--- src/hdl/bdcm_pkg.sv ---
// Shared types, constants and helpers of the block-diagonal complex mat-vec.
`default_nettype none
package bdcm_pkg;

  localparam int ACC_W      = 64;
  localparam int FRAC_SHIFT = 30;
  localparam int DEG_OUT_W  = 4;
  localparam int ORD_OUT_W  = 5;
  localparam int TOP_W      = 4;

  typedef enum logic {
    FUNC_LOAD = 1'b0,
    FUNC_ELEM = 1'b1
  } func_t;

  // Per-element tag that travels with an item down the datapath.
  typedef struct packed {
    logic                 row_end;
    logic                 last;
    logic [DEG_OUT_W-1:0] degree;
    logic [ORD_OUT_W-1:0] order;
  } bdcm_tag_t;

  // Signed add clamped at the accumulator limits.
  function automatic logic signed [ACC_W-1:0] sat_add(
    input logic signed [ACC_W-1:0] a,
    input logic signed [ACC_W-1:0] b
  );
    logic signed [ACC_W:0] sum;
    logic signed [ACC_W-1:0] res;
    sum = {a[ACC_W-1], a} + {b[ACC_W-1], b};
    if (sum[ACC_W] != sum[ACC_W-1]) begin
      res = sum[ACC_W] ? {1'b1, {(ACC_W-1){1'b0}}} : {1'b0, {(ACC_W-1){1'b1}}};
    end else begin
      res = sum[ACC_W-1:0];
    end
    return res;
  endfunction

endpackage
`default_nettype wire

--- src/hdl/bdcm_round.sv ---
// Rounding, saturation and output register of row results.
`default_nettype none
module bdcm_round
  import bdcm_pkg::*;
#(
  parameter int VALUE_W = 32
) (
  input  wire logic                    clk,
  input  wire logic                    rst,
  input  wire logic                    advance,
  input  wire logic                    res_valid,
  input  wire bdcm_tag_t               res_tag,
  input  wire logic signed [ACC_W-1:0] res_re,
  input  wire logic signed [ACC_W-1:0] res_im,
  output logic                         out_valid,
  output logic [31:0]                  sym_re,
  output logic [31:0]                  sym_im,
  output logic [DEG_OUT_W-1:0]         degree,
  output logic [ORD_OUT_W-1:0]         order_index,
  output logic                         last
);

  localparam int SH_W = ACC_W - FRAC_SHIFT;
  localparam logic signed [SH_W-1:0] HI = SH_W'((64'sd1 <<< (VALUE_W - 1)) - 64'sd1);
  localparam logic signed [SH_W-1:0] LO = -HI - SH_W'(1);
  localparam logic signed [ACC_W-1:0] BIAS = ACC_W'(64'sd1 <<< (FRAC_SHIFT - 1));

  function automatic logic [31:0] finish(input logic signed [ACC_W-1:0] acc);
    logic signed [ACC_W-1:0]   biased;
    logic signed [SH_W-1:0]    r;
    logic signed [SH_W-1:0]    c;
    logic signed [VALUE_W-1:0] q;
    biased = sat_add(acc, BIAS);
    r = biased[ACC_W-1:FRAC_SHIFT];
    if (r > HI) begin
      c = HI;
    end else if (r < LO) begin
      c = LO;
    end else begin
      c = r;
    end
    q = c[VALUE_W-1:0];
    return 32'(q);
  endfunction

  always_ff @(posedge clk) begin
    if (advance) begin
      sym_re      <= finish(res_re);
      sym_im      <= finish(res_im);
      degree      <= res_tag.degree;
      order_index <= res_tag.order;
      last        <= res_tag.last;
    end
  end

  always_ff @(posedge clk) begin
    if (rst) begin
      out_valid <= 1'b0;
    end else if (advance) begin
      out_valid <= res_valid;
    end
  end

endmodule
`default_nettype wire

--- config.mk ---
export PLATFORM = sky130hd
export DESIGN_NAME = bdcm_round
export DESIGN_NICKNAME = d
export VERILOG_FILES = /design/src/hdl/bdcm_pkg.sv /design/src/hdl/bdcm_round.sv
export SDC_FILE = /design/constraint.sdc
export NUM_CORES = 1
export LEC_CHECK = 0
export ABC_AREA = 0
export BUFFER_PORTS_ARGS = -buffer_cell sky130_fd_sc_hd__buf_4
export CORE_MARGIN = 2
export CORE_UTILIZATION = 47
export CTS_CLUSTER_SIZE = 25
export DETAILED_ROUTE_END_ITERATION = 16
export PLACE_DENSITY = 0.82
export SLEW_MARGIN = 20
export SYNTH_ARGS = -nofsm -noshare
export SYNTH_HDL_FRONTEND = slang
export SYNTH_SLANG_ARGS = --single-unit
--- constraint.sdc ---
create_clock -name clk -period 2.75 [get_ports clk]
set_clock_uncertainty 0.2 [all_clocks]
set_input_delay 0 -clock clk [delete_from_list [all_inputs] [get_ports clk]]
set_output_delay 0 -clock clk [all_outputs]
set_load 0.01 [all_outputs]
# Word level (Yosys, flattened, before mapping)
# Cells that the tools add are included.
[word_totals]
regBits = 75
[classes]
n_mux = 8
n_eq_ne = 2
add_sub_neg = 2
magnitude_cmp = 4
[op_table]
columns = ["operator", "n"]
rows = [
  ["two-way mux 64 bit", 6],
  ["adder 64 x 31 -> 65 bit, second input constant", 2],
  ["> comparator 34 x 32 -> 1 bit, second input constant", 2],
  ["< comparator 34 x 32 -> 1 bit, second input constant", 2],
  ["two-way mux 32 bit", 2],
  ["inequality test 1 bit", 2],
]

# Longest topological paths before layout
# Gate-level depths: netlist (run 1).
[depth]
ltp_word = 6
ltp_mapped = 9
mapped_depth_nobuf = 7

# Worst setup path before layout (run 1)
# Ideal clock, no wire load.
[synth_timing]
path_kind = "input-to-reg"
startpoint = "input port res_im[41]"
endpoint = "register sym_im[2], data pin"
setup_slack_ps = 436
arrival_ps = 1834
stages = 7
cell_sequence = "nand3_1 -> or3_4 -> or4_4 -> o311ai_1 -> o2bb2ai_4 -> buf_6 -> a21oi_2"
[synth_between]
elab_chain_cells = 6
elab_cells_between_ends = 8
cone_classes = "add/sub: 1; order compare: 2; eq/ne: 1; mux: 4"
[synth_lines]
columns = ["element", "line_no", "rtl"]
rows = [
  ["start, declared", "bdcm_round.sv:14", "input wire logic signed [ACC_W-1:0] res_im,"],
  ["adder 64 x 31 -> 65 bit (*)", "bdcm_pkg.sv:31", "sum = {a[ACC_W-1], a} + {b[ACC_W-1], b};"],
  ["two-way mux 64 bit or inequality test 1 bit (tied branches)", "bdcm_pkg.sv:33, bdcm_pkg.sv:32", ""],
  ["two-way mux 64 bit (*)", "bdcm_pkg.sv:32", "if (sum[ACC_W] != sum[ACC_W-1]) begin"],
  ["two-way mux 64 bit (*)", "bdcm_round.sv:47", "if (advance) begin"],
  ["< comparator 34 x 32 -> 1 bit", "bdcm_round.sv:37", "end else if (r < LO) begin"],
  ["two-way mux 32 bit", "bdcm_round.sv:37", ""],
  ["end signal, assigned", "bdcm_round.sv:49", "sym_im <= finish(res_im);"],
  ["end, declared", "bdcm_round.sv:17", "output logic [31:0] sym_im,"],
]
# Every way passes the cells marked *; elsewhere a longest branch is shown, timed or not. The select of a mux whose other input is x is not followed.
# A chain may end at the register's enable or synchronous reset.

# Worst setup path in the final report (run 1)
[layout_timing]
startpoint = "input port res_im[50]"
endpoint = "register sym_im[15], data pin"
# Same word-level chain as after synthesis.

==> results of run 1 <==
-- cell type report --
| type | instances | share of cell area (%) |
|---|---|---|
| repair buffers | 272 | 32.3 |
| multi-input cells | 324 | 30.8 |
| diodes | 1 | 0.0350 |
| inverters | 4 | 0.210 |
| flip-flops and latches | 75 | 31.4 |
| well taps | 129 | 2.26 |
| clock inverters | 7 | 1.30 |
| clock buffers | 9 | 1.73 |
-- synth_stat cells, types with 2 or more instances --
master and number:
and2_1 3, edfxtp_1 74, nand4_1 18, and4_1 10
inv_1 4, nand2_1 30, xor2_1 29, and3_1 13
nor3_2 3, o21ai_0 29, ha_1 2, nor2_1 21
nor4_1 7, or4_1 3, nand4b_1 3, or3_1 2
a21oi_1 35, buf_6 2, a31o_2 2, clkbuf_1 16
xnor2_1 30, nor3_1 3, o21ai_2 28, a31oi_1 3
o211ai_1 2, nand3_1 25, buf_1 4, o311ai_1 2
-- kinds of logic after synthesis --
logic type / share of synthesized area (%)
AOI/OAI and AO/OA: 16.3
buffers and inverters: 2.83
muxes: 0.472
xor gates and xnor gates: 11.5
DFF: 49.8
and+or+nand+nor: 18.6
adders and majority gates: 0.555
-- worst min-delay path by stage --
stage,from,end,slack (ps),cells after the start
6_report,res_im[40],sym_im[12],20,5
5_1_grt,res_im[40],sym_im[12],50,5
4_1_cts,res_im[40],sym_im[12],20,5
3_5_place_dp,rst,out_valid,-40,2
3_3_place_gp,rst,out_valid,-40,2
2_1_floorplan,rst,out_valid,-130,1
-- where the power goes --
part | leakage [uW] | switching, uW | internal, uW
combinational | 0.00193 | 337 | 385
clock | 0.000105 | 417 | 508
sequential | 0.000735 | 32.7 | 1380
total | 0.00277 | 787 | 2280
-- metal layers --
layer | vias to the layer above | GRT usage (%) | share of wire [%]
li1 | 2147 | - | -
met1 | 2174 | 33.6 | 39
met2 | 286 | 44.9 | 50
met3 | 52 | 3.63 | 7.6
met4 | 0 | 12.4 | 3.5
met5 | - | 0 | 0
-- worst min-delay path, delay by kind of cell --
family	cells	cell delay, ps
xor+xnor	1	130
compound gates	1	100
buf+inv	1	120
simple gates	2	110
-- metrics by stage --
step,total power [uW],hold slack [ps],utilization [%],setup slack (ps)
after detailed placement,2040,-38.4,64.1,172
after global placement,2020,-41.0,63.9,81.0
after global routing,3190,53.2,76.9,-5.31
after CTS,3060,16.7,75.8,44.0
after floorplan,1680,-128,-,436
final,3060,20.9,77.0,108
-- sequential cells by signal (all words and copies together) (netlist names) --
register     flops
sym_im          32
last             1
sym_re          32
out_valid        1
order_index      5
degree           4
-- what timing repair did --
action	4_1_cts	5_1_grt
setup buffers	0	6
endpoints found under the setup margin	0	53
endpoints found under the hold margin	75	0
resized for setup	0	3
hold buffers	87	0
==> impl_metrics.csv, run 1 <==
group,metric,value,unit
status,status,"completed",
worst_setup_path,ff2ff_path_depth,3,
detailed_routing,drtIter0Drc,426,
worst_setup_path,crit_required,2650,ps
yosys,ys_types,50,
yosys,syn_nets,570,
placed_design,gp_congestion,0.992,
final_layout,nNetsFinal,831,
worst_setup_path,critPathCapture,"sym_im[15]",
worst_setup_path,reg2reg_setup_slack,1390,ps
timing,finalHoldViolations,0,
timing,finalSetupTns,0,ps
yosys,ys_ff_latch,75,
placed_design,dpl.hpwl,8560,um
yosys,synth_edf_count,74,
detailed_routing,dr.pass1.iters,5,
worst_setup_path,cp_num_cells,9,
detailed_routing,drcViolationCount,0,
timing,min_period_over_period,96.1,%
yosys,synth_ff_type,"edfxtp_1",
die,num_rows,35,
die,fp.dieH,102,um
die,core,9280,um2
timing,post-route-min-period,2640,ps
timing,slew_headroom,34.9,%
final_layout,drive_above_1_share,35.6,%
worst_setup_path,path_max_fanout,18,
global_route,track_usage,26.5,%
global_route,antenna_found_initial,0,
detailed_routing,detail_route.wl_per_cell,17.6,um
yosys,yosys.area.top_type_share,49.3,%
global_route,grt_pass1_wl,21500,um
detailed_routing,postRouteAntennaNets,0,
clock_network,htree_num_levels,3,
timing,drv_slew,0,
detailed_routing,viasPerCell,5.67,
timing,fmax,378,MHz
clock_network,path_clk_slew,90,ps
pwr,pwr_density_cell,429,nW/um2
timing,setup_viol,0,
worst_setup_path,start_kind,"input pin",
worst_setup_path,cp-end-kind,"register",
pwr,vdd_drop_max,0.294,mV
clock_network,clk_path_buf_depth,2,
clock_network,cts_tree,"yes",
final_layout,synthToLayoutAreaGrowth,58.6,%
yosys,ys_seq_area_share,49.8,%
final_layout,num-fill-cells,585,
final_layout,regArea,2240,um2
placed_design,io_buffers,158,
worst_setup_path,crit_start,"res_im[50]",
worst_setup_path,path_delay_family,"simple AND/OR/NAND/NOR gates",
worst_setup_path,r2r-end,"out_valid",
global_route,grt_pass1_vias,4464,
worst_setup_path,crit_chain,"dlygate4sd3_1 -> buf_4 -> and3_1 -> nand4_1 -> or4_4 -> mux2_2 -> o2bb2ai_4 -> buf_12 -> o21ai_2",
worst_setup_path,critPathKind,"input pin to register",
global_route,grt_max_degree,76,
final_layout,fin_cells,821,
final_layout,final_cell_mix,"181 x buf_4, 87 x dlygate4sd3_1, 74 x edfxtp_1, 35 x a21oi_1",
die,die_w,102,um
detailed_routing,vias,4659,
yosys,synth_cells,425,
global_route,overflow,0,
timing,worstMarginPinSlew,976,ps
final_layout,multi_input_area,2200,um2
clock_network,cts_made_buffers,9,
run,maxCapViolations,0,
clock_network,clock-root-buffer,"clkbuf_8",
placed_design,place_area,5950,um2
yosys,avgSynthCellArea,10.6,um2
clock_network,numClockSinks,75,
final_layout,mostFrequentLayoutCell,"buf_4",
die,initial_core_util,48.5,%
yosys,ys_warn_count,0,
yosys,async_flop_share,0,%
worst_setup_path,crit_path_top_delay_cell,"or4_4",
placed_design,post-place-cells,710,
yosys,netlist_area,4500,um2
yosys,yosysTopAreaCell,"edfxtp_1",
detailed_routing,drt_wl_total,14500,um
worst_setup_path,worst-path-buf-inv,3,
die,io-pin-count,218,
worst_setup_path,rr_startpoint,"out_valid",
pwr,cellLeakagePower,0.00277,uW
die,die_area,10400,um2
worst_hold_path,holdCritPathClass,"input pin to register",
worst_setup_path,crit_arrival,2540,ps
yosys,synth_area_leaders,"edfxtp_1 49%, xnor2_1 5.8%, xor2_1 5.6%",
worst_setup_path,crit_path_max_incr_delay,550,ps
clock_network,clk_latency,330,ps
final_layout,fin_area,7150,um2
No activity file was read; power rests on OpenSTA's default activity.
==> run 2: changes to the inputs <==
--- a/config.mk
+++ b/config.mk
@@ -8,4 +8,5 @@
 export ABC_AREA = 0
 export BUFFER_PORTS_ARGS = -buffer_cell sky130_fd_sc_hd__buf_4
+export CORE_ASPECT_RATIO = 1.4
 export CORE_MARGIN = 2
 export CORE_UTILIZATION = 47
==> constraint.sdc (replaced) <==
create_clock -name clk -period 2.75 [get_ports clk]
set_clock_uncertainty 0.2 [all_clocks]
set_input_delay 0.4125 -clock clk [delete_from_list [all_inputs] [get_ports clk]]
set_output_delay 0.4125 -clock clk [all_outputs]
set_load 0.01 [all_outputs]
==> run 2 against run 1 <==
Compared with the run above: global-route usage decreased by 1.7 points; flip-flop and latch count unchanged; routed wire length decreased by 12%; first-iteration DRC count decreased by 31%; power increased by 8.2%; critical path depth unchanged; sequential power about the same; maximum frequency increased by 6.6%; utilization decreased by 7.4 points; worst setup slack improved by 160 ps; cell area decreased by 8.5%.
==> impl_metrics.csv, run 2 (synthesis gave the netlist of run 1 again) <==
group,metric,value,unit
timing,post-route-min-period,2480,ps
final_layout,synthToLayoutAreaGrowth,45.2,%
final_layout,multi_input_area,2150,um2
worst_setup_path,crit_path_max_incr_delay,520,ps
worst_setup_path,start_kind,"input pin",
timing,fmax,403,MHz
timing,setup_viol,0,
timing,finalHoldViolations,0,
global_route,antenna_found_initial,0,
placed_design,dpl.hpwl,9980,um
detailed_routing,postRouteAntennaNets,0,
clock_network,cts_made_buffers,9,
placed_design,place_area,6230,um2
die,num_rows,42,
clock_network,cts_tree,"yes",
worst_setup_path,crit_required,2630,ps
final_layout,fin_cells,741,
clock_network,holdBufCountCts,0,
global_route,grt_max_degree,42,
clock_network,cts_resized,0,
worst_setup_path,cp-end-kind,"register",
die,die_w,86.7,um
clock_network,clock-root-buffer,"clkbuf_16",
clock_network,clk_path_buf_depth,2,
detailed_routing,drcViolationCount,0,
die,initial_core_util,47.9,%
global_route,use_met1,25.3,%
pwr,vdd_drop_max,0.373,mV
timing,min_period_over_period,90.1,%
clock_network,post_cts_buffers,0,
global_route,grt.busiest_layer,"met2",
clock_network,clk_latency,330,ps
final_layout,reg_top3,"sym_im: 32 flops, sym_re: 32 flops, order_index: 5 flops",
timing,slew_headroom,54.1,%
worst_hold_path,holdCritPathClass,"input pin to register",
detailed_routing,drt_wl_total,12700,um
status,status,"completed",
detailed_routing,dr.pass1.iters,6,
detailed_routing,drtIter0Drc,292,
pwr,power,3310,uW
final_layout,fin_area,6540,um2
final_layout,drive_above_1_share,43.3,%
global_route,grt_pass1_wl,20000,um
pwr,pwr_density_cell,507,nW/um2
worst_setup_path,crit_arrival,2360,ps
final_layout,nNetsFinal,772,
final_layout,regArea,2240,um2
run,maxCapViolations,0,
final_layout,final_cell_mix,"208 x buf_4, 74 x edfxtp_1, 35 x a21oi_1, 30 x nand2_1, 30 x xnor2_1",
global_route,track_usage,24.7,%
worst_setup_path,crit_top_cell,"buf_4",
die,core,9410,um2
worst_setup_path,crit_chain,"buf_4 -> nand3_1 -> or3_4 -> or4_4 -> o311ai_1 -> buf_4 -> o2bb2ai_4 -> buf_12 -> o31ai_2",
placed_design,gp_congestion,0.916,
pwr,cellLeakagePower,0.00260,uW
global_route,grt_pass1_vias,4363,
global_route,grt_use_met2,43.5,%
timing,rsz0062_at_grt,"false",
die,io-pin-count,218,
clock_network,path_clk_slew,60,ps
detailed_routing,vias,4303,
die,die_area,10400,um2
final_layout,antenna_cells,0,
global_route,globalRouteMet3Util,8.39,%
timing,worstMarginPinSlew,688,ps
final_layout,mostFrequentLayoutCell,"buf_4",
worst_setup_path,path_max_fanout,12,
clock_network,htree_num_levels,3,
detailed_routing,detail_route.wl_per_cell,17.2,um
detailed_routing,viasPerCell,5.81,
final_layout,num-fill-cells,676,
placed_design,io_buffers,158,
worst_setup_path,critPathKind,"input pin to register",
timing,drv_slew,0,
clock_network,numClockSinks,75,
placed_design,post-place-cells,726,
worst_setup_path,crit_path_top_delay_cell,"or4_4",
die,fp.dieH,120,um
global_route,overflow,0,
[run 2: cell count changes in the layout (fill, tap and decap cells not counted), moves of 2 or more]
cell	previous run	this run
clkbuf_16	0	9
buf_12	4	6
clkbuf_8	9	0
xor2_4	2	0
buf_4	181	208
dlygate4sd3_1	87	0
clkinv_1	2	0
[run 2: through the flow]
stage	utilization [%]	setup TNS, ps	hold WS [ps]	setup WS, ps
floorplan	-	0	285	23.7
global placement	66.2	-1350	274	-64.6
detailed placement	66.2	-2310	294	-90.4
CTS	69.5	0	17.3	274
global route	69.5	0	26.5	175
finish	69.5	0	31.8	272
[run 2: worst paths after layout]
check                           startpoint        end  slack, ps  cells past startpoint
worst max register to register   out_valid  out_valid       1970                      2
worst max-delay path            res_im[40]  sym_im[4]        270                      9
worst min register to register   out_valid  out_valid        300                      2
worst min-delay path                   rst  out_valid         30                      2
[run 2: cell type report]
cell class | instances | area share, %
clock buffers | 9 | 3.44
well taps | 110 | 2.10
flip-flops and latches | 75 | 34.3
multi-input cells | 323 | 32.9
repair buffers | 214 | 25.7
clock inverters | 6 | 1.38
inverters | 4 | 0.230
[run 2: critical path: cells and delay by family]
kind	cells	cell delay [ps]
compound gates	3	480
simple gates	3	1020
buf+inv	3	450
[run 2: routing by layer]
layer	up-vias	share of wire, %
met5	-	0
met4	0	4.0
met1	1976	35
li1	2014	-
met2	264	51
met3	49	10
[run 2: power breakdown]
part / internal, uW / switching (uW) / leakage (uW)
sequential: 1380 / 31.7 / 0.000735
combinational: 325 / 315 / 0.00171
clock: 792 / 466 / 0.000152
total: 2500 / 812 / 0.00260
