`config.mk`:
```
export PLATFORM = sky130hd
export DESIGN_NAME = bdcm_ctrl
export DESIGN_NICKNAME = d
export VERILOG_FILES = /design/src/hdl/bdcm_pkg.sv /design/src/hdl/bdcm_ctrl.sv
export SDC_FILE = /design/constraint.sdc
export NUM_CORES = 1
export LEC_CHECK = 0
export BUFFER_PORTS_ARGS = -buffer_cell sky130_fd_sc_hd__buf_2
export CAP_MARGIN = 10
export CORE_AREA = 2 2 95 115
export DETAILED_ROUTE_END_ITERATION = 10
export DIE_AREA = 0 0 97 117
export PLACE_DENSITY_LB_ADDON = 0.15
export SLEW_MARGIN = 20
export SYNTH_ARGS = -nofsm -noshare
export SYNTH_HDL_FRONTEND = slang
export SYNTH_SLANG_ARGS = --single-unit
```
`constraint.sdc`:
```
create_clock -name clk -period 8.3 [get_ports clk]
set_input_delay 0.83 -clock clk [delete_from_list [all_inputs] [get_ports clk]]
set_output_delay 0.83 -clock clk [all_outputs]
set_load 0.005 [all_outputs]
```
`src/hdl/bdcm_pkg.sv`:
```
// Shared types, constants and helpers of the block-diagonal complex mat-vec.
`default_nettype none
package bdcm_pkg;

  localparam int ACC_W      = 64;
  localparam int FRAC_SHIFT = 30;
  localparam int DEG_OUT_W  = 4;
  localparam int ORD_OUT_W  = 5;
  localparam int TOP_W      = 4;

  typedef enum logic {
    FUNC_LOAD = 1'b0,
    FUNC_ELEM = 1'b1
  } func_t;

  // Per-element tag that travels with an item down the datapath.
  typedef struct packed {
    logic                 row_end;
    logic                 last;
    logic [DEG_OUT_W-1:0] degree;
    logic [ORD_OUT_W-1:0] order;
  } bdcm_tag_t;

  // Signed add clamped at the accumulator limits.
  function automatic logic signed [ACC_W-1:0] sat_add(
    input logic signed [ACC_W-1:0] a,
    input logic signed [ACC_W-1:0] b
  );
    logic signed [ACC_W:0] sum;
    logic signed [ACC_W-1:0] res;
    sum = {a[ACC_W-1], a} + {b[ACC_W-1], b};
    if (sum[ACC_W] != sum[ACC_W-1]) begin
      res = sum[ACC_W] ? {1'b1, {(ACC_W-1){1'b0}}} : {1'b0, {(ACC_W-1){1'b1}}};
    end else begin
      res = sum[ACC_W-1:0];
    end
    return res;
  endfunction

endpackage
`default_nettype wire

```
`src/hdl/bdcm_ctrl.sv`:
```
// Sequencing counters, load pointer and store address generation.
`default_nettype none
module bdcm_ctrl
  import bdcm_pkg::*;
#(
  parameter int MAX_DEGREE = 15
) (
  input  wire logic             clk,
  input  wire logic             rst,
  input  wire logic             cfg_wr_en,
  input  wire logic [TOP_W-1:0] cfg_wr_data,
  input  wire logic             accept,
  input  wire logic             func,
  output logic                  wr_en,
  output logic [(((MAX_DEGREE+1)*(MAX_DEGREE+1)) > 1 ?
                 $clog2((MAX_DEGREE+1)*(MAX_DEGREE+1)) : 1)-1:0] wr_addr,
  output logic [(((MAX_DEGREE+1)*(MAX_DEGREE+1)) > 1 ?
                 $clog2((MAX_DEGREE+1)*(MAX_DEGREE+1)) : 1)-1:0] rd_addr,
  output bdcm_tag_t             tag
);

  localparam int STORE_DEPTH = (MAX_DEGREE + 1) * (MAX_DEGREE + 1);
  localparam int ADDR_W      = STORE_DEPTH > 1 ? $clog2(STORE_DEPTH) : 1;
  localparam int LP_W        = $clog2(STORE_DEPTH + 1);
  localparam int DEG_W       = $clog2(MAX_DEGREE + 2);
  localparam int IDX_W       = $clog2(2 * MAX_DEGREE + 2);

  logic [TOP_W-1:0]  top_degree;
  logic [LP_W-1:0]   load_pointer;
  logic [DEG_W-1:0]  degree_count;
  logic [IDX_W-1:0]  row_count;
  logic [IDX_W-1:0]  col_count;
  logic [ADDR_W-1:0] block_base;

  logic [7:0]        top_eff;
  logic [11:0]       load_count;
  logic [IDX_W-1:0]  span_last;
  logic              is_elem;
  logic              row_end;
  logic              block_end;
  logic              pass_end;

  always_comb begin
    top_eff    = (8'(top_degree) > 8'(MAX_DEGREE)) ? 8'(MAX_DEGREE) : 8'(top_degree);
    load_count = (12'(top_eff) + 12'd1) * (12'(top_eff) + 12'd1);
    span_last  = IDX_W'({degree_count, 1'b0});
    is_elem    = (func == FUNC_ELEM);
    row_end    = (col_count == span_last);
    block_end  = (row_count == span_last);
    pass_end   = row_end && block_end && (8'(degree_count) >= top_eff);

    wr_en   = accept && !is_elem && (12'(load_pointer) < load_count);
    wr_addr = load_pointer[ADDR_W-1:0];
    rd_addr = ADDR_W'(block_base + ADDR_W'(col_count));

    tag.row_end = row_end;
    tag.last    = pass_end;
    tag.degree  = DEG_OUT_W'(degree_count);
    tag.order   = ORD_OUT_W'(row_count);
  end

  always_ff @(posedge clk) begin
    if (rst) begin
      top_degree   <= '0;
      load_pointer <= '0;
      degree_count <= '0;
      row_count    <= '0;
      col_count    <= '0;
      block_base   <= '0;
    end else begin
      if (cfg_wr_en) begin
        top_degree <= cfg_wr_data;
      end
      if (wr_en) begin
        load_pointer <= load_pointer + LP_W'(1);
      end
      if (accept && is_elem) begin
        priority if (pass_end) begin
          load_pointer <= '0;
          degree_count <= '0;
          row_count    <= '0;
          col_count    <= '0;
          block_base   <= '0;
        end else if (row_end && block_end) begin
          // advance to the next degree block
          col_count    <= '0;
          row_count    <= '0;
          degree_count <= degree_count + DEG_W'(1);
          block_base   <= ADDR_W'(block_base + ADDR_W'(span_last) + ADDR_W'(1));
        end else if (row_end) begin
          col_count <= '0;
          row_count <= row_count + IDX_W'(1);
        end else begin
          col_count <= col_count + IDX_W'(1);
        end
      end
    end
  end

endmodule
`default_nettype wire

```
# Yosys cells after proc, flatten, opt, wreduce, memory -nomap -nowiden
# Cells that the tools add are included.
# W data, S select, Z words.
# op_classes
n_mux	13
n_reduce_logical	10
order_cmp	2
eq_ne	2
add_sub_neg	8
n_mul	1
# op_table
cell	n
$mux W5	8
$mux W9	3
$add A8 B5 Y8	2
$mux W8	2
$add A5 B1 Y5 const B	3
$eq A5 B5 Y1	2
$lt A9 B10 Y1	1
$mul A5 B5 Y10	1
$add A9 B1 Y9 const B	1
$add A8 B1 Y8 const B	1
$add A4 B1 Y5 const B	1
$ge A5 B4 Y1	1
$logic_and A1 B1 Y1	5
$reduce_and A2 Y1	2
$reduce_bool A3 Y1	1
$reduce_bool A2 Y1	1
$logic_not A1 Y1	1
# totals
out_inout_bits	28
ff_bits	36

# Depth between registers and ports, before layout
# Gate-level depths: netlist of the first run.
# depth
ltp_word	7
ltp_mapped	22

# Worst setup path after synthesis of the first run
# No wires, ideal clock.
# synth_timing
path_kind	register to output
startpoint	reg top_degree[0]
endpoint	out wr_en
arrival_ns	4.729
path_buffers	2
slack_ns	2.741
stages_incl_launch_ff	22
t_required_ns	7.470
cell_sequence	dfxtp_1 buf_2 inv_1 ha_1 nand2b_1 fa_1 fa_1 inv_1 ha_1 a41o_1 ha_1 a21o_1 a21o_1 a21oi_1 xor2_1 ha_1 nor3_1 nand3_1 o211a_1 mux2i_1 and2_1 clkbuf_1
# synth_between
elab_chain_len	4
# synth_lines
item	line	source
from (decl)	bdcm_ctrl.sv:28	logic [TOP_W-1:0] top_degree;
from (signal assigned)	bdcm_ctrl.sv:72	top_degree <= cfg_wr_data;
$add A4 B1 Y5	bdcm_ctrl.sv:45	load_count = (12'(top_eff) + 12'd1) * (12'(top_eff) + 12'd1);
$mul A5 B5 Y10	bdcm_ctrl.sv:45	
$lt A9 B10 Y1	bdcm_ctrl.sv:52	wr_en = accept && !is_elem && (12'(load_pointer) < load_count);
$logic_and A1 B1 Y1	bdcm_ctrl.sv:52	
to (decl)	bdcm_ctrl.sv:14	output logic wr_en,
# Every way passes these cells.

# Worst setup path in the final report of the first run
# Ends and elaborated chain as after synthesis.

==> report_table.html, run 1 <==
<table>
<tr><th>Metric</th><th>Value</th></tr>
<tr><th colspan="2">Clock tree</th></tr>
<tr><td>Number of buffers inserted by post-CTS setup repair</td><td>0</td></tr>
<tr><td>CTS hold repair buffers</td><td>0</td></tr>
<tr><td>Post-cts repair resize count</td><td>0</td></tr>
<tr><td>Clock-pin slew on the worst setup and hold paths</td><td>~0.060 ns</td></tr>
<tr><td>CTS tree</td><td>built</td></tr>
<tr><td>CTS Buffer Depth</td><td>2</td></tr>
<tr><td>H-tree depth</td><td>2</td></tr>
<tr><td>Root buffer cell</td><td>sky130_fd_sc_hd__clkbuf_16</td></tr>
<tr><td>Count of clock tree sinks</td><td>36</td></tr>
<tr><td>Latest clock arrival within the worst-skew pair</td><td>~0.29 ns</td></tr>
<tr><td>Number of CTS-inserted buffers</td><td>5</td></tr>
<tr><th colspan="2">Detailed routing</th></tr>
<tr><td>Count of vias placed by the detailed router</td><td>2483</td></tr>
<tr><td>Post-DRT Antenna Nets</td><td>0</td></tr>
<tr><td>Final Routed Wirelength</td><td>7020 um</td></tr>
<tr><td>Avg WL per Cell</td><td>about 14 um</td></tr>
<tr><td>Number of remaining DRC errors</td><td>0</td></tr>
<tr><td>First-pass DRT Iterations</td><td>4</td></tr>
<tr><td>Initial drt markers</td><td>77</td></tr>
<tr><td>Via-per-instance ratio</td><td>slightly below 5</td></tr>
<tr><th colspan="2">STA</th></tr>
<tr><td>Period utilisation layout</td><td>76.0%</td></tr>
<tr><td>Normalized max-slew margin</td><td>between 40% and 50%</td></tr>
<tr><td>Layout Skew</td><td>0.00553 ns</td></tr>
<tr><td>Shortest clock period the worst path allows after layout</td><td>between 6 and 7 ns</td></tr>
<tr><td>Max frequency</td><td>roughly 160 MHz</td></tr>
<tr><td>Count of final setup violators</td><td>0</td></tr>
<tr><td>Pin slew with the least headroom to its limit</td><td>between 0.8 and 0.9 ns</td></tr>
<tr><td>Final Hold Viols</td><td>0</td></tr>
<tr><td>Sum of negative setup slack</td><td>0 ns</td></tr>
<tr><td>Setup repair after global routing missed its margin</td><td>false</td></tr>
<tr><td>Number of slew-limit violations in the final report</td><td>0</td></tr>
<tr><th colspan="2">Global routing</th></tr>
<tr><td>Total gr overflow</td><td>0</td></tr>
<tr><td>Overall track demand over capacity in global routing</td><td>13.2%</td></tr>
<tr><td>Via count of the first global-routing pass</td><td>around 2400</td></tr>
<tr><td>Largest net degree at the start of global routing</td><td>23</td></tr>
<tr><td>Wire length of the first global-routing pass</td><td>between 10000 and 15000 um</td></tr>
<tr><td>Initial antenna violation count</td><td>0</td></tr>
<tr><th colspan="2">Floorplanning</th></tr>
<tr><td>Core ar.</td><td>10300 um^2</td></tr>
<tr><td>Height of the chip</td><td>between 100 and 150 um</td></tr>
<tr><td>Initial core utilization</td><td>between 20% and 30%</td></tr>
<tr><td>Floorplan row count</td><td>about 40</td></tr>
<tr><td>Ports placed on the boundary</td><td>37</td></tr>
<tr><td>Die width</td><td>about 97 um</td></tr>
<tr><td>Floorplan die area</td><td>~11000 um^2</td></tr>
<tr><th colspan="2">Synth</th></tr>
<tr><td>Most area-hungry cell type in the Yosys netlist</td><td>sky130_fd_sc_hd__dfxtp_1</td></tr>
<tr><td>Mapped Cells</td><td>360</td></tr>
<tr><td>Share of flip-flops with an asynchronous set or reset after synthesis</td><td>0%</td></tr>
<tr><td>Net count after synthesis</td><td>411</td></tr>
<tr><td>Synth Cell Area</td><td>roughly 3000 um^2</td></tr>
<tr><td>Synthesis-stage register bit count</td><td>36</td></tr>
<tr><td>Number of enable-type register cells in the synthesized netlist</td><td>0</td></tr>
<tr><td>Post-synth top flop</td><td>sky130_fd_sc_hd__dfxtp_1</td></tr>
<tr><td>Share of the synthesized area in the top cell type</td><td>roughly a quarter</td></tr>
<tr><td>Cell variety after synth</td><td>53</td></tr>
<tr><td>Synth area leaders</td><td>sky130_fd_sc_hd__dfxtp_1 (24%), sky130_fd_sc_hd__ha_1 (16%), sky130_fd_sc_hd__xnor2_1 (5.0%)</td></tr>
<tr><td>Synthesized area divided by synthesized cell count</td><td>about 8.3 um^2</td></tr>
<tr><td>Sequential-to-total area share from yosys stat</td><td>between 20% and 30%</td></tr>
<tr><td>Synth Warn #</td><td>0</td></tr>
<tr><th colspan="2">Setup path</th></tr>
<tr><td>CP peak stage delay</td><td>around 0.60 ns</td></tr>
<tr><td>Crit path DAT</td><td>about 5.5 ns</td></tr>
<tr><td>Largest delay share family, worst path</td><td>adder cells</td></tr>
<tr><td>Stages on worst setup path</td><td>18</td></tr>
<tr><td>Cell occurring most often along the worst timing path</td><td>sky130_fd_sc_hd__ha_1</td></tr>
<tr><td>Slowest CP cell</td><td>sky130_fd_sc_hd__dfxtp_1</td></tr>
<tr><td>Classification of the worst setup path</td><td>flip-flop to primary output</td></tr>
<tr><td>Sort of element at the end of the critical path</td><td>primary output</td></tr>
<tr><td>Highest fanout seen on the critical path</td><td>12</td></tr>
<tr><td>Chain of cells forming the critical path</td><td>ha_1 -&gt; nand3_1 -&gt; fa_1 -&gt; fa_1 -&gt; inv_1 -&gt; ha_1 -&gt; a41o_1 -&gt; ha_1 -&gt; a21oi_1 -&gt; o21ai_0 -&gt; xnor2_1 -&gt; ha_1 -&gt; a22oi_1 -&gt; nand3_1 -&gt; o211a_1 -&gt; mux2i_1 -&gt; and2_1 -&gt; buf_2</td></tr>
<tr><td>Worst r2r path cells</td><td>18</td></tr>
<tr><td>Buf+Inv Stages, Crit Path</td><td>2</td></tr>
<tr><td>Type of element launching the critical path</td><td>flip-flop</td></tr>
<tr><td>Worst EP required</td><td>approximately 7.5 ns</td></tr>
<tr><th colspan="2">Min path</th></tr>
<tr><td>Worst Hold Depth</td><td>2</td></tr>
<tr><td>Tightest Hold Check Type</td><td>flip-flop to flip-flop</td></tr>
<tr><th colspan="2">Placement</th></tr>
<tr><td>Placed cell count</td><td>around 500</td></tr>
<tr><td>GP Congestion</td><td>roughly 0.75</td></tr>
<tr><td>HPWL after DPL</td><td>about 5400 um</td></tr>
<tr><td>Area after detailed placement</td><td>between 3000 and 4000 um^2</td></tr>
<tr><td>PortBufs</td><td>36</td></tr>
<tr><th colspan="2">Cells and area</th></tr>
<tr><td>Filler cell count in the final layout</td><td>around 1100</td></tr>
<tr><td>Final Util</td><td>32.2%</td></tr>
<tr><td>Syn-to-layout area delta</td><td>10.6%</td></tr>
<tr><td>Number of nets in the finished design</td><td>~430</td></tr>
<tr><td>Antenna diodes</td><td>0</td></tr>
<tr><td>Share of layout cells above drive strength 1</td><td>13.0%</td></tr>
<tr><td>Final design instance area without fill</td><td>~3300 um^2</td></tr>
<tr><td>Final Non-Filler Cells</td><td>a little over 500</td></tr>
<tr><th colspan="2">Status</th></tr>
<tr><td>Run status</td><td>complete, no violations</td></tr>
<tr><th colspan="2">Flow run</th></tr>
<tr><td>Max-cap viol count</td><td>0</td></tr>
<tr><th colspan="2">Power</th></tr>
<tr><td>Overall power after layout</td><td>between 0.0004 and 0.0005 W</td></tr>
<tr><td>Pwr Density</td><td>between 100 and 150 nW/um^2</td></tr>
<tr><td>Worst VDD drop</td><td>about 0.00006 V</td></tr>
<tr><td>Leakage dissipation</td><td>~1.5 nW</td></tr>
</table>
## sequential cells by signal (all words and copies together), names as in the netlist
signal	count
row_count	5
block_base	8
load_pointer	9
degree_count	5
col_count	5
top_degree	4
## per-layer routing
metal	global-route usage [%]	vias up	share of wire, %
li1	-	1280	-
met1	14.5	1164	43
met2	25.2	31	53
met3	2.91	8	3.0
met4	4.98	0	1.7
met5	0	-	0
## stage by stage
step,hold WS (ns),setup slack (ns)
floorplan,0.442,2.74
global placement,0.472,2.36
detailed placement,0.478,2.24
CTS,0.487,1.93
global route,0.508,1.54
finish,0.488,1.99
## worst min-delay path, cell delays in order, from the launching register on
cell and delay (ns):
sky130_fd_sc_hd__dfxtp_1 0.33, sky130_fd_sc_hd__nand2_1 0.06, sky130_fd_sc_hd__a21oi_1 0.05
## final timing paths
path / from / end / slack, ns
setup / recovery: top_degree[0]$_SDFFE_PP0P_ / wr_en / 1.99
hold / removal: block_base[3]$_SDFFE_PP0P_ / block_base[3]$_SDFFE_PP0P_ / 0.49
setup reg to reg: top_degree[0]$_SDFFE_PP0P_ / load_pointer[7]$_SDFF_PP0_ / 2.79
hold reg to reg: block_base[3]$_SDFFE_PP0P_ / block_base[3]$_SDFFE_PP0P_ / 0.49
## final cells by class
type                    instances  area [um^2]  area share [%]
multi-input cells             272         2020            60.8
flip-flops and latches         36          721            21.7
repair buffers                 36          180            5.42
clock buffers                   8          146            4.41
well taps                     129          161            4.86
inverters                      25         93.8            2.82
## cell families after synthesis
group / share of synthesized area [%]
AO/OA/AOI/OAI: 15.3
XOR/XNOR: 9.37
adder cells (fa/ha/maj): 18.5
buffers and inverters: 8.75
flip-flops: 24.0
multiplexers: 3.83
other: 0.125
AND/OR/NAND/NOR: 20.2
## Yosys cell counts, drive strengths merged, types with 6 or more instances
cell type	instances
buf	19
nand4	8
xnor2	18
xor2	12
o21ai	14
a21oi	24
nor2b	6
ha	38
nor3	8
clkbuf	8
dfxtp	36
nor2	29
inv	25
mux2i	10
or3	6
nand2	31
nand3	11
## cell usage in the layout (no fill, tap or decap), drive strengths merged, types with 2 or more instances in the layout
master	netlist	layout
a31oi	2	2
a22o	3	3
inv	25	25
nor2	29	29
dfxtp	36	36
or3	6	6
o21bai	2	2
nand4	8	8
xnor2	18	18
a21oi	24	24
and3	3	3
nand2	31	31
nand2b	5	5
clkbuf	8	8
a22oi	2	2
a21o	5	5
nand3	11	11
buf	19	36
fa	4	4
o2111ai	2	2
nor2b	6	6
o31ai	2	2
nor4	3	3
xor2	12	12
or4	3	3
nor3	8	8
mux2i	10	10
o211a	2	2
o21ai	14	14
and2	3	3
ha	38	38
## where the power goes
part	switching, W	internal (W)
Clock	0.0000735	0.000120
Combinational	0.0000457	0.0000293
Sequential	0.00000867	0.000177
Total	0.000128	0.000326
Note: power is estimated with default switching activity, not from simulation.
==> run 2, diff against run 1 <==
==> constraint.sdc (replaced) <==
create_clock -name clk -period 5.65 [get_ports clk]
set_input_delay 0.565 -clock clk [delete_from_list [all_inputs] [get_ports clk]]
set_output_delay 0.565 -clock clk [all_outputs]
set_load 0.005 [all_outputs]
==> run 2 against run 1 <==
Against the previous run:
- count of clock-buffer cells in the layout fell by 1
- critical path depth is 2 higher
- highest routed layer unchanged
- combinational power up 59%
==> report_table.html, run 2 (same netlist as run 1, synthesis figures left out) <==
<table>
<tr><th>Metric</th><th>Value</th></tr>
<tr><th colspan="2">Clock tree</th></tr>
<tr><td>CTS tree</td><td>built</td></tr>
<tr><td>Number of buffers inserted by post-CTS setup repair</td><td>0 (unchanged)</td></tr>
<tr><td>Clock-pin slew on the worst setup and hold paths</td><td>0.05 ns (about the same)</td></tr>
<tr><td>H-tree depth</td><td>2 (unchanged)</td></tr>
<tr><td>Root buffer cell</td><td>sky130_fd_sc_hd__clkbuf_16</td></tr>
<tr><td>Latest clock arrival within the worst-skew pair</td><td>0.28 ns (about the same)</td></tr>
<tr><td>CTS Buffer Depth</td><td>2 (unchanged)</td></tr>
<tr><td>Count of clock tree sinks</td><td>36 (unchanged)</td></tr>
<tr><td>Number of CTS-inserted buffers</td><td>5 (unchanged)</td></tr>
<tr><th colspan="2">STA</th></tr>
<tr><td>Crit path setup slack, layout</td><td>0.263 ns (-1.73 ns)</td></tr>
<tr><td>Max frequency</td><td>around 190 MHz</td></tr>
<tr><td>Normalized max-slew margin</td><td>42.4% (+0.52 points)</td></tr>
<tr><td>Pin slew with the least headroom to its limit</td><td>0.857 ns (-0.00769 ns)</td></tr>
<tr><td>Shortest clock period the worst path allows after layout</td><td>5.39 ns</td></tr>
<tr><td>Period utilisation layout</td><td>95.3%</td></tr>
<tr><td>Final Hold Viols</td><td>0 (unchanged)</td></tr>
<tr><td>Layout Skew</td><td>0.00791 ns (+0.00237 ns)</td></tr>
<tr><td>Number of slew-limit violations in the final report</td><td>0 (unchanged)</td></tr>
<tr><td>Hold Slack</td><td>0.495 ns (+0.00700 ns)</td></tr>
<tr><td>Count of final setup violators</td><td>0 (unchanged)</td></tr>
<tr><th colspan="2">Setup path</th></tr>
<tr><td>Type of element launching the critical path</td><td>flip-flop</td></tr>
<tr><td>Worst r2r path cells</td><td>20 (+2)</td></tr>
<tr><td>Worst reg2reg path startpoint</td><td>top_degree[0]$_SDFFE_PP0P_</td></tr>
<tr><td>Crit path DAT</td><td>4.82 ns (-0.66 ns)</td></tr>
<tr><td>Buf+Inv Stages, Crit Path</td><td>3 (+1)</td></tr>
<tr><td>Worst EP required</td><td>5.09 ns (-2.38 ns)</td></tr>
<tr><td>Classification of the worst setup path</td><td>flip-flop to primary output</td></tr>
<tr><td>Capture point of the worst reg-to-reg path</td><td>load_pointer[7]$_SDFF_PP0_</td></tr>
<tr><td>Sort of element at the end of the critical path</td><td>primary output</td></tr>
<tr><td>Slowest CP cell</td><td>sky130_fd_sc_hd__fa_1</td></tr>
<tr><td>Largest delay share family, worst path</td><td>adder cells</td></tr>
<tr><td>Slack of the worst reg-to-reg path</td><td>0.59 ns (-2.20 ns)</td></tr>
<tr><td>CP peak stage delay</td><td>0.52 ns (-0.08 ns)</td></tr>
<tr><td>Chain of cells forming the critical path</td><td>inv_1 -&gt; ha_4 -&gt; nand2b_4 -&gt; fa_1 -&gt; fa_1 -&gt; inv_1 -&gt; ha_1 -&gt; a41o_1 -&gt; ha_1 -&gt; a21o_1 -&gt; a21o_1 -&gt; a21oi_1 -&gt; xor2_1 -&gt; ha_1 -&gt; nor3_1 -&gt; nand3_1 -&gt; o211a_1 -&gt; mux2i_2 -&gt; and2_4 -&gt; buf_2</td></tr>
<tr><td>Cell occurring most often along the worst timing path</td><td>sky130_fd_sc_hd__ha_1</td></tr>
<tr><td>Highest fanout seen on the critical path</td><td>5 (-7)</td></tr>
<tr><th colspan="2">Floorplanning</th></tr>
<tr><td>Height of the chip</td><td>117 um (unchanged)</td></tr>
<tr><td>Ports placed on the boundary</td><td>37 (unchanged)</td></tr>
<tr><td>Floorplan row count</td><td>41 (unchanged)</td></tr>
<tr><td>Die width</td><td>97 um (unchanged)</td></tr>
<tr><td>Floorplan die area</td><td>11300 um^2 (unchanged)</td></tr>
<tr><td>Core ar.</td><td>10300 um^2 (unchanged)</td></tr>
<tr><td>Initial core utilization</td><td>29.1% (unchanged)</td></tr>
<tr><th colspan="2">Min path</th></tr>
<tr><td>HP Start</td><td>block_base[4]$_SDFFE_PP0P_</td></tr>
<tr><td>Tightest Hold Check Type</td><td>flip-flop to flip-flop</td></tr>
<tr><td>Worst Hold Depth</td><td>2 (unchanged)</td></tr>
<tr><td>Hold Path End</td><td>block_base[4]$_SDFFE_PP0P_</td></tr>
<tr><th colspan="2">Detailed routing</th></tr>
<tr><td>Final Routed Wirelength</td><td>7020 um (about the same)</td></tr>
<tr><td>Number of remaining DRC errors</td><td>0 (unchanged)</td></tr>
<tr><td>First-pass DRT Iterations</td><td>4 (unchanged)</td></tr>
<tr><td>Via-per-instance ratio</td><td>4.92 (+0.17%)</td></tr>
<tr><td>Post-DRT Antenna Nets</td><td>0 (unchanged)</td></tr>
<tr><td>Count of vias placed by the detailed router</td><td>2507 (+0.97%)</td></tr>
<tr><td>Initial drt markers</td><td>52 (-32%)</td></tr>
<tr><td>Avg WL per Cell</td><td>13.8 um (-0.84%)</td></tr>
<tr><th colspan="2">Cells and area</th></tr>
<tr><td>Largest registers</td><td>load_pointer: 9 flops, block_base: 8 flops</td></tr>
<tr><td>Share of layout cells above drive strength 1</td><td>17.1% (+4.1 points)</td></tr>
<tr><td>Commonest cells after routing, fill and taps aside</td><td>sky130_fd_sc_hd__ha_1 (36), sky130_fd_sc_hd__buf_2 (36), sky130_fd_sc_hd__dfxtp_1 (33), sky130_fd_sc_hd__nand2_1 (31), sky130_fd_sc_hd__nor2_1 (28)</td></tr>
<tr><td>Filler cell count in the final layout</td><td>1082 (-1.4%)</td></tr>
<tr><td>Antenna diodes</td><td>0 (unchanged)</td></tr>
<tr><td>Number of flip-flops in the largest register</td><td>9 (unchanged)</td></tr>
<tr><td>Syn-to-layout area delta</td><td>13.8%</td></tr>
<tr><td>Number of nets in the finished design</td><td>432 (+1.2%)</td></tr>
<tr><td>Reg with most FFs</td><td>load_pointer</td></tr>
<tr><th colspan="2">Global routing</th></tr>
<tr><td>Largest net degree at the start of global routing</td><td>23 (unchanged)</td></tr>
<tr><td>Via count of the first global-routing pass</td><td>2357 (-3.8%)</td></tr>
<tr><td>Overall track demand over capacity in global routing</td><td>12.5% (-0.69 points)</td></tr>
<tr><td>Wire length of the first global-routing pass</td><td>11400 um (-5.2%)</td></tr>
<tr><td>Total gr overflow</td><td>0 (unchanged)</td></tr>
<tr><td>Initial antenna violation count</td><td>0 (unchanged)</td></tr>
<tr><th colspan="2">Power</th></tr>
<tr><td>Internal power</td><td>0.000493 W (+51%)</td></tr>
<tr><td>Part of the power in the clock network</td><td>42.7% (about the same)</td></tr>
<tr><td>Leakage dissipation</td><td>1.57 nW (+2.6%)</td></tr>
<tr><td>Switching portion of total power</td><td>27.5% (-0.66 points)</td></tr>
<tr><td>Power dissipated by switching net loads</td><td>0.000187 W (+46%)</td></tr>
<tr><td>Proportion of power drawn by flip-flops and latches</td><td>39.8% (-1.1 points)</td></tr>
<tr><td>Worst VDD drop</td><td>0.000100 V (+67%)</td></tr>
<tr><td>Pwr Density</td><td>199 nW/um^2 (+46%)</td></tr>
<tr><td>Portion of total power attributed to combinational logic</td><td>17.4% (+0.9 points)</td></tr>
<tr><th colspan="2">Status</th></tr>
<tr><td>Run status</td><td>complete, no violations</td></tr>
<tr><th colspan="2">Placement</th></tr>
<tr><td>HPWL after DPL</td><td>5510 um (+1.9%)</td></tr>
<tr><td>PortBufs</td><td>36 (unchanged)</td></tr>
<tr><td>GP Congestion</td><td>0.761 (+1.1%)</td></tr>
<tr><td>Worst slack after detailed placement</td><td>0.264 ns (-1.97 ns)</td></tr>
<tr><th colspan="2">Flow run</th></tr>
<tr><td>Max-cap viol count</td><td>0 (unchanged)</td></tr>
</table>
run 2: how the worst max path moves through the flow:
stage                                    start    end  slack, ns  cells after the start
global placement    top_degree[1]$_SDFFE_PP0P_  wr_en       0.32                     19
detailed placement  top_degree[1]$_SDFFE_PP0P_  wr_en       0.26                     19
CTS                 top_degree[0]$_SDFFE_PP0P_  wr_en       0.04                     20
finish              top_degree[0]$_SDFFE_PP0P_  wr_en       0.26                     20
floorplan           top_degree[0]$_SDFFE_PP0P_  wr_en       0.36                     21
global route        top_degree[0]$_SDFFE_PP0P_  wr_en     -0.004                     20
run 2: worst min-delay path, cell delays in order (launching register included):
cell	delay (ns)
sky130_fd_sc_hd__dfxtp_1	0.34
sky130_fd_sc_hd__nand2_1	0.06
sky130_fd_sc_hd__a21oi_1	0.05
run 2: area by class of cell:
type | instances | area, um^2 | share of cell area [%]
Timing Repair Buffer | 41 | 218 | 6.37
Clock buffer | 7 | 153 | 4.47
Multi-Input combinational cell | 272 | 2070 | 60.5
Sequential cell | 36 | 724 | 21.2
Inverter | 25 | 93.8 | 2.75
Tap cell | 129 | 161 | 4.72
run 2: what timing repair did:
item / in CTS / in global routing
resized for setup: 2 / 9
hold buffers: 0 / 0
cloned: 0 / 0
endpoints found under the setup margin: 1 / 1
run 2: per-stage QoR:
stage	area, um^2	TNS [ns]	total power (W)	cells	utilization [%]
global route	3420	-0.00421	0.000715	510	33.2
floorplan	3000	0	0.000364	360	-
global placement	3210	0	0.000393	503	31.2
CTS	3370	0	0.000690	510	32.7
finish	3420	0	0.000680	510	33.2
detailed placement	3210	0	0.000394	503	31.2
run 2: layer usage:
metal / track usage, % / vias to the layer above / routed length [um]
met3: 2.49 / 7 / 212
met2: 23.9 / 32 / 3720
met1: 13.9 / 1175 / 2990
met5: 0 / - / 0
met4: 4.51 / 0 / 102
li1: - / 1293 / -
run 2: power groups by stage:
stage / clock, W / sequential [W] / combinational, W
floorplan: 0 / 0.000272 / 0.0000925
global placement: 0 / 0.000276 / 0.000117
detailed placement: 0 / 0.000276 / 0.000118
CTS: 0.000300 / 0.000270 / 0.000119
global route: 0.000308 / 0.000272 / 0.000135
finish: 0.000291 / 0.000271 / 0.000119
==> run 3, diff against run 2 <==
--- a/config.mk
+++ b/config.mk
@@ -5,11 +5,12 @@
 export SDC_FILE = /design/constraint.sdc
 export NUM_CORES = 1
 export LEC_CHECK = 0
+export ABC_AREA = 1
 export BUFFER_PORTS_ARGS = -buffer_cell sky130_fd_sc_hd__buf_2
 export CAP_MARGIN = 10
-export CORE_AREA = 2 2 95 115
+export CORE_AREA = 2 2 96 116
 export DETAILED_ROUTE_END_ITERATION = 10
-export DIE_AREA = 0 0 97 117
+export DIE_AREA = 0 0 98 118
 export PLACE_DENSITY_LB_ADDON = 0.15
 export SLEW_MARGIN = 20
 export SYNTH_ARGS = -nofsm -noshare
==> constraint.sdc (replaced) <==
create_clock -name clk -period 5.65 [get_ports clk]
set_input_delay 0.2825 -clock clk [delete_from_list [all_inputs] [get_ports clk]]
set_output_delay 0.2825 -clock clk [all_outputs]
set_load 0.005 [all_outputs]
==> run 3 against run 2 <==
Against the previous run:
- wire length is 3.0% higher
- cell area is 0.59% higher
- register-to-register slack better by 0.32 ns
- largest power group unchanged
==> report_table.html, run 3 <==
<table>
<tr><th>Metric</th><th>Value</th></tr>
<tr><th colspan="2">Placement</th></tr>
<tr><td>PortBufs</td><td>36 (unchanged)</td></tr>
<tr><td>GP Congestion</td><td>0.767 (+0.84%)</td></tr>
<tr><td>Placed cell count</td><td>577 (+15%)</td></tr>
<tr><td>HPWL after DPL</td><td>5770 um (+4.8%)</td></tr>
<tr><td>Area after detailed placement</td><td>3270 um^2 (+1.8%)</td></tr>
<tr><td>Worst slack after detailed placement</td><td>0.583 ns (+0.319 ns)</td></tr>
<tr><th colspan="2">Setup path</th></tr>
<tr><td>Cell occurring most often along the worst timing path</td><td>sky130_fd_sc_hd__nand2_1</td></tr>
<tr><td>Worst EP required</td><td>5.37 ns (+0.28 ns)</td></tr>
<tr><td>CP peak stage delay</td><td>0.51 ns (about the same)</td></tr>
<tr><td>Slowest CP cell</td><td>sky130_fd_sc_hd__fa_1</td></tr>
<tr><td>Classification of the worst setup path</td><td>flip-flop to primary output</td></tr>
<tr><td>Type of element launching the critical path</td><td>flip-flop</td></tr>
<tr><td>Worst r2r path cells</td><td>25 (+25%)</td></tr>
<tr><td>Sort of element at the end of the critical path</td><td>primary output</td></tr>
<tr><td>Highest fanout seen on the critical path</td><td>9 (+4)</td></tr>
<tr><td>Crit path DAT</td><td>4.89 ns (+0.07 ns)</td></tr>
<tr><th colspan="2">Cells and area</th></tr>
<tr><td>Final design instance area without fill</td><td>3440 um^2 (+0.59%)</td></tr>
<tr><td>Register area</td><td>722 um^2 (-0.35%)</td></tr>
<tr><td>Filler cell count in the final layout</td><td>1161 (+7.3%)</td></tr>
<tr><td>Most frequent standard cell in the layout excluding fill and tap cells</td><td>sky130_fd_sc_hd__nand2_1</td></tr>
<tr><td>Final Non-Filler Cells</td><td>585 (+15%)</td></tr>
<tr><td>Number of flip-flops in the largest register</td><td>9 (unchanged)</td></tr>
<tr><td>Commonest cells after routing, fill and taps aside</td><td>sky130_fd_sc_hd__nand2_1 (81), sky130_fd_sc_hd__inv_1 (70), sky130_fd_sc_hd__nor2_1 (40), sky130_fd_sc_hd__ha_1 (38), sky130_fd_sc_hd__buf_2 (36)</td></tr>
<tr><td>Area of the multi-input gates</td><td>1930 um^2 (-6.7%)</td></tr>
<tr><td>Largest registers</td><td>load_pointer: 9 flops, block_base: 8 flops</td></tr>
<tr><td>Number of nets in the finished design</td><td>506 (+17%)</td></tr>
<tr><td>Reg with most FFs</td><td>load_pointer</td></tr>
<tr><td>Share of layout cells above drive strength 1</td><td>12.5% (-4.6 points)</td></tr>
<tr><td>Syn-to-layout area delta</td><td>12.1%</td></tr>
<tr><td>Final Util</td><td>33.0% (-0.13 points)</td></tr>
<tr><td>Antenna diodes</td><td>0 (unchanged)</td></tr>
<tr><th colspan="2">Global routing</th></tr>
<tr><td>Met1 usage in global routing</td><td>15.8% (+1.9 points)</td></tr>
<tr><td>Wire length of the first global-routing pass</td><td>12400 um (+8.5%)</td></tr>
<tr><td>Overall track demand over capacity in global routing</td><td>13.0% (+0.44 points)</td></tr>
<tr><td>GRT met2 Usage</td><td>23.3% (-0.60 points)</td></tr>
<tr><td>Initial antenna violation count</td><td>0 (unchanged)</td></tr>
<tr><td>Met3 Resource Use GR</td><td>2.26% (-0.24 points)</td></tr>
<tr><td>Most Used Layer, Global Route</td><td>met2</td></tr>
<tr><td>Via count of the first global-routing pass</td><td>2553 (+8.3%)</td></tr>
<tr><td>Total gr overflow</td><td>0 (unchanged)</td></tr>
<tr><td>Largest net degree at the start of global routing</td><td>15 (-35%)</td></tr>
<tr><th colspan="2">Synth</th></tr>
<tr><td>Most area-hungry cell type in the Yosys netlist</td><td>sky130_fd_sc_hd__dfxtp_1</td></tr>
<tr><td>Synthesis-stage register bit count</td><td>36 (unchanged)</td></tr>
<tr><td>Post-synth top flop</td><td>sky130_fd_sc_hd__dfxtp_1</td></tr>
<tr><td>Synth area leaders</td><td>sky130_fd_sc_hd__dfxtp_1 (24%), sky130_fd_sc_hd__ha_1 (16%), sky130_fd_sc_hd__nand2_1 (9.9%)</td></tr>
<tr><td>Cell variety after synth</td><td>40 (-25%)</td></tr>
<tr><td>Most instantiated library cell after synthesis</td><td>sky130_fd_sc_hd__nand2_1</td></tr>
<tr><td>Sequential-to-total area share from yosys stat</td><td>23.5% (-0.50 points)</td></tr>
<tr><td>Share of the synthesized area in the top cell type</td><td>23.5% (-0.50 points)</td></tr>
<tr><td>Number of enable-type register cells in the synthesized netlist</td><td>0 (unchanged)</td></tr>
<tr><td>Synth Warn #</td><td>0 (unchanged)</td></tr>
<tr><td>Synthesized area divided by synthesized cell count</td><td>7.13 um^2 (-15%)</td></tr>
<tr><td>Synth Cell Area</td><td>3070 um^2 (+2.1%)</td></tr>
<tr><td>Most frequent cells after synthesis</td><td>sky130_fd_sc_hd__nand2_1 (81), sky130_fd_sc_hd__inv_1 (70), sky130_fd_sc_hd__nor2_1 (40)</td></tr>
<tr><td>Mapped Cells</td><td>430 (+19%)</td></tr>
<tr><td>Net count after synthesis</td><td>481 (+17%)</td></tr>
<tr><td>Share of flip-flops with an asynchronous set or reset after synthesis</td><td>0% (unchanged)</td></tr>
<tr><th colspan="2">Floorplanning</th></tr>
<tr><td>Core ar.</td><td>10400 um^2 (+1.0%)</td></tr>
<tr><td>Ports placed on the boundary</td><td>37 (unchanged)</td></tr>
<tr><td>Initial core utilization</td><td>29.4% (+0.33 points)</td></tr>
<tr><td>Die width</td><td>98 um (+1.0%)</td></tr>
<tr><td>Floorplan row count</td><td>41 (unchanged)</td></tr>
<tr><td>Height of the chip</td><td>118 um (+0.85%)</td></tr>
<tr><td>Floorplan die area</td><td>11600 um^2 (+1.9%)</td></tr>
<tr><th colspan="2">Detailed routing</th></tr>
<tr><td>Final Routed Wirelength</td><td>7230 um (+3.0%)</td></tr>
<tr><td>First-pass DRT Iterations</td><td>4 (unchanged)</td></tr>
<tr><td>Post-DRT Antenna Nets</td><td>0 (unchanged)</td></tr>
<tr><td>Number of remaining DRC errors</td><td>0 (unchanged)</td></tr>
<tr><td>Avg WL per Cell</td><td>12.4 um (-10%)</td></tr>
<tr><td>Initial drt markers</td><td>61 (+17%)</td></tr>
<tr><td>Count of vias placed by the detailed router</td><td>2691 (+7.3%)</td></tr>
<tr><td>Via-per-instance ratio</td><td>4.60 (-6.4%)</td></tr>
<tr><th colspan="2">Min path</th></tr>
<tr><td>Worst Hold Depth</td><td>3 (+1)</td></tr>
<tr><td>Tightest Hold Check Type</td><td>input pin to flip-flop</td></tr>
<tr><th colspan="2">STA</th></tr>
<tr><td>Pin slew with the least headroom to its limit</td><td>0.735 ns (-0.122 ns)</td></tr>
<tr><td>Normalized max-slew margin</td><td>50.8% (+8.4 points)</td></tr>
<tr><td>Setup repair after global routing missed its margin</td><td>false</td></tr>
<tr><td>Count of final setup violators</td><td>0 (unchanged)</td></tr>
<tr><td>Crit path setup slack, layout</td><td>0.477 ns (+0.214 ns)</td></tr>
<tr><td>Final Hold Viols</td><td>0 (unchanged)</td></tr>
<tr><td>Shortest clock period the worst path allows after layout</td><td>5.17 ns (-0.214 ns)</td></tr>
<tr><td>Max frequency</td><td>193 MHz (+4.1%)</td></tr>
<tr><td>Period utilisation layout</td><td>91.6% (-3.8 points)</td></tr>
<tr><td>Number of slew-limit violations in the final report</td><td>0 (unchanged)</td></tr>
<tr><td>Sum of negative setup slack</td><td>0 ns (unchanged)</td></tr>
<tr><td>Layout Skew</td><td>0.00607 ns (-0.00184 ns)</td></tr>
<tr><th colspan="2">Flow run</th></tr>
<tr><td>Max-cap viol count</td><td>0 (unchanged)</td></tr>
<tr><th colspan="2">Clock tree</th></tr>
<tr><td>Number of buffers inserted by post-CTS setup repair</td><td>0 (unchanged)</td></tr>
<tr><td>CTS tree</td><td>built</td></tr>
<tr><td>Number of CTS-inserted buffers</td><td>5 (unchanged)</td></tr>
<tr><td>H-tree depth</td><td>2 (unchanged)</td></tr>
<tr><td>Post-cts repair resize count</td><td>0 (-2)</td></tr>
<tr><td>Latest clock arrival within the worst-skew pair</td><td>0.29 ns (about the same)</td></tr>
<tr><td>Clock-pin slew on the worst setup and hold paths</td><td>0.06 ns (about the same)</td></tr>
<tr><td>CTS hold repair buffers</td><td>0 (unchanged)</td></tr>
<tr><td>CTS Buffer Depth</td><td>2 (unchanged)</td></tr>
<tr><td>Root buffer cell</td><td>sky130_fd_sc_hd__clkbuf_16</td></tr>
<tr><td>Count of clock tree sinks</td><td>36 (unchanged)</td></tr>
<tr><th colspan="2">Status</th></tr>
<tr><td>Run status</td><td>complete, no violations</td></tr>
<tr><th colspan="2">Power</th></tr>
<tr><td>Leakage dissipation</td><td>1.79 nW (+14%)</td></tr>
<tr><td>Pwr Density</td><td>219 nW/um^2 (+10%)</td></tr>
<tr><td>Worst VDD drop</td><td>0.000109 V (+8.6%)</td></tr>
</table>
-- run 3: stage by stage --
step                      hold slack, ns  power (W)
final                              0.289   0.000754
after global routing               0.322   0.000803
after CTS                          0.286   0.000769
after detailed placement           0.445   0.000441
after global placement             0.444   0.000440
after floorplan                    0.430   0.000403
-- run 3: area by class of cell --
type | count | area share, %
clock buffer | 5 | 3.64
multi-input combinational | 303 | 56.1
tap | 129 | 4.69
timing repair buffer | 37 | 5.46
inverter | 72 | 7.86
clock inverter | 3 | 1.24
sequential | 36 | 21.0
-- run 3: cells by family after synthesis --
kind of cell | after synthesis | synth area share [%]
AOI/OAI and AO/OA | 63 | 11.6
xor gates and xnor gates | 28 | 8.00
adders and majority gates | 42 | 18.1
buffers and inverters | 91 | 13.6
DFF | 36 | 23.5
other | 1 | 0.122
and+or+nand+nor | 169 | 25.1
-- run 3: critical path, delay by kind of cell (launching register included) --
family | cells | cell delay (ns)
AOI/OAI and AO/OA | 2 | 0.39
xor gates and xnor gates | 1 | 0.15
adders and majority gates | 6 | 2.25
buffers and inverters | 7 | 0.54
DFF | 1 | 0.43
and+or+nand+nor | 10 | 0.82
-- run 3: path summary, 6_finish.rpt --
path,startpoint,endpoint,slack (ns)
max reg2reg,top_degree[0]$_SDFFE_PP0P_,load_pointer[4]$_SDFF_PP0_,0.91
min,cfg_wr_data[3],top_degree[3]$_SDFFE_PP0P_,0.29
min reg2reg,degree_count[4]$_SDFFE_PP0P_,degree_count[4]$_SDFFE_PP0P_,0.46
max,top_degree[0]$_SDFFE_PP0P_,wr_en,0.48
-- run 3: routing by layer --
metal / part of all wire, % / vias up
met4: 1.2 / 0
li1: - / 1416
met2: 51 / 32
met3: 3.3 / 9
met1: 45 / 1234
met5: 0 / -
-- run 3: power by group --
part / internal [W] / switching [W] / leakage, nW / total (W)
clock network: 0.000207 / 0.000115 / 0.0798 / 0.000323
logic: 0.0000555 / 0.0000972 / 1.42 / 0.000153
registers: 0.000264 / 0.0000144 / 0.293 / 0.000278
total: 0.000527 / 0.000227 / 1.79 / 0.000754
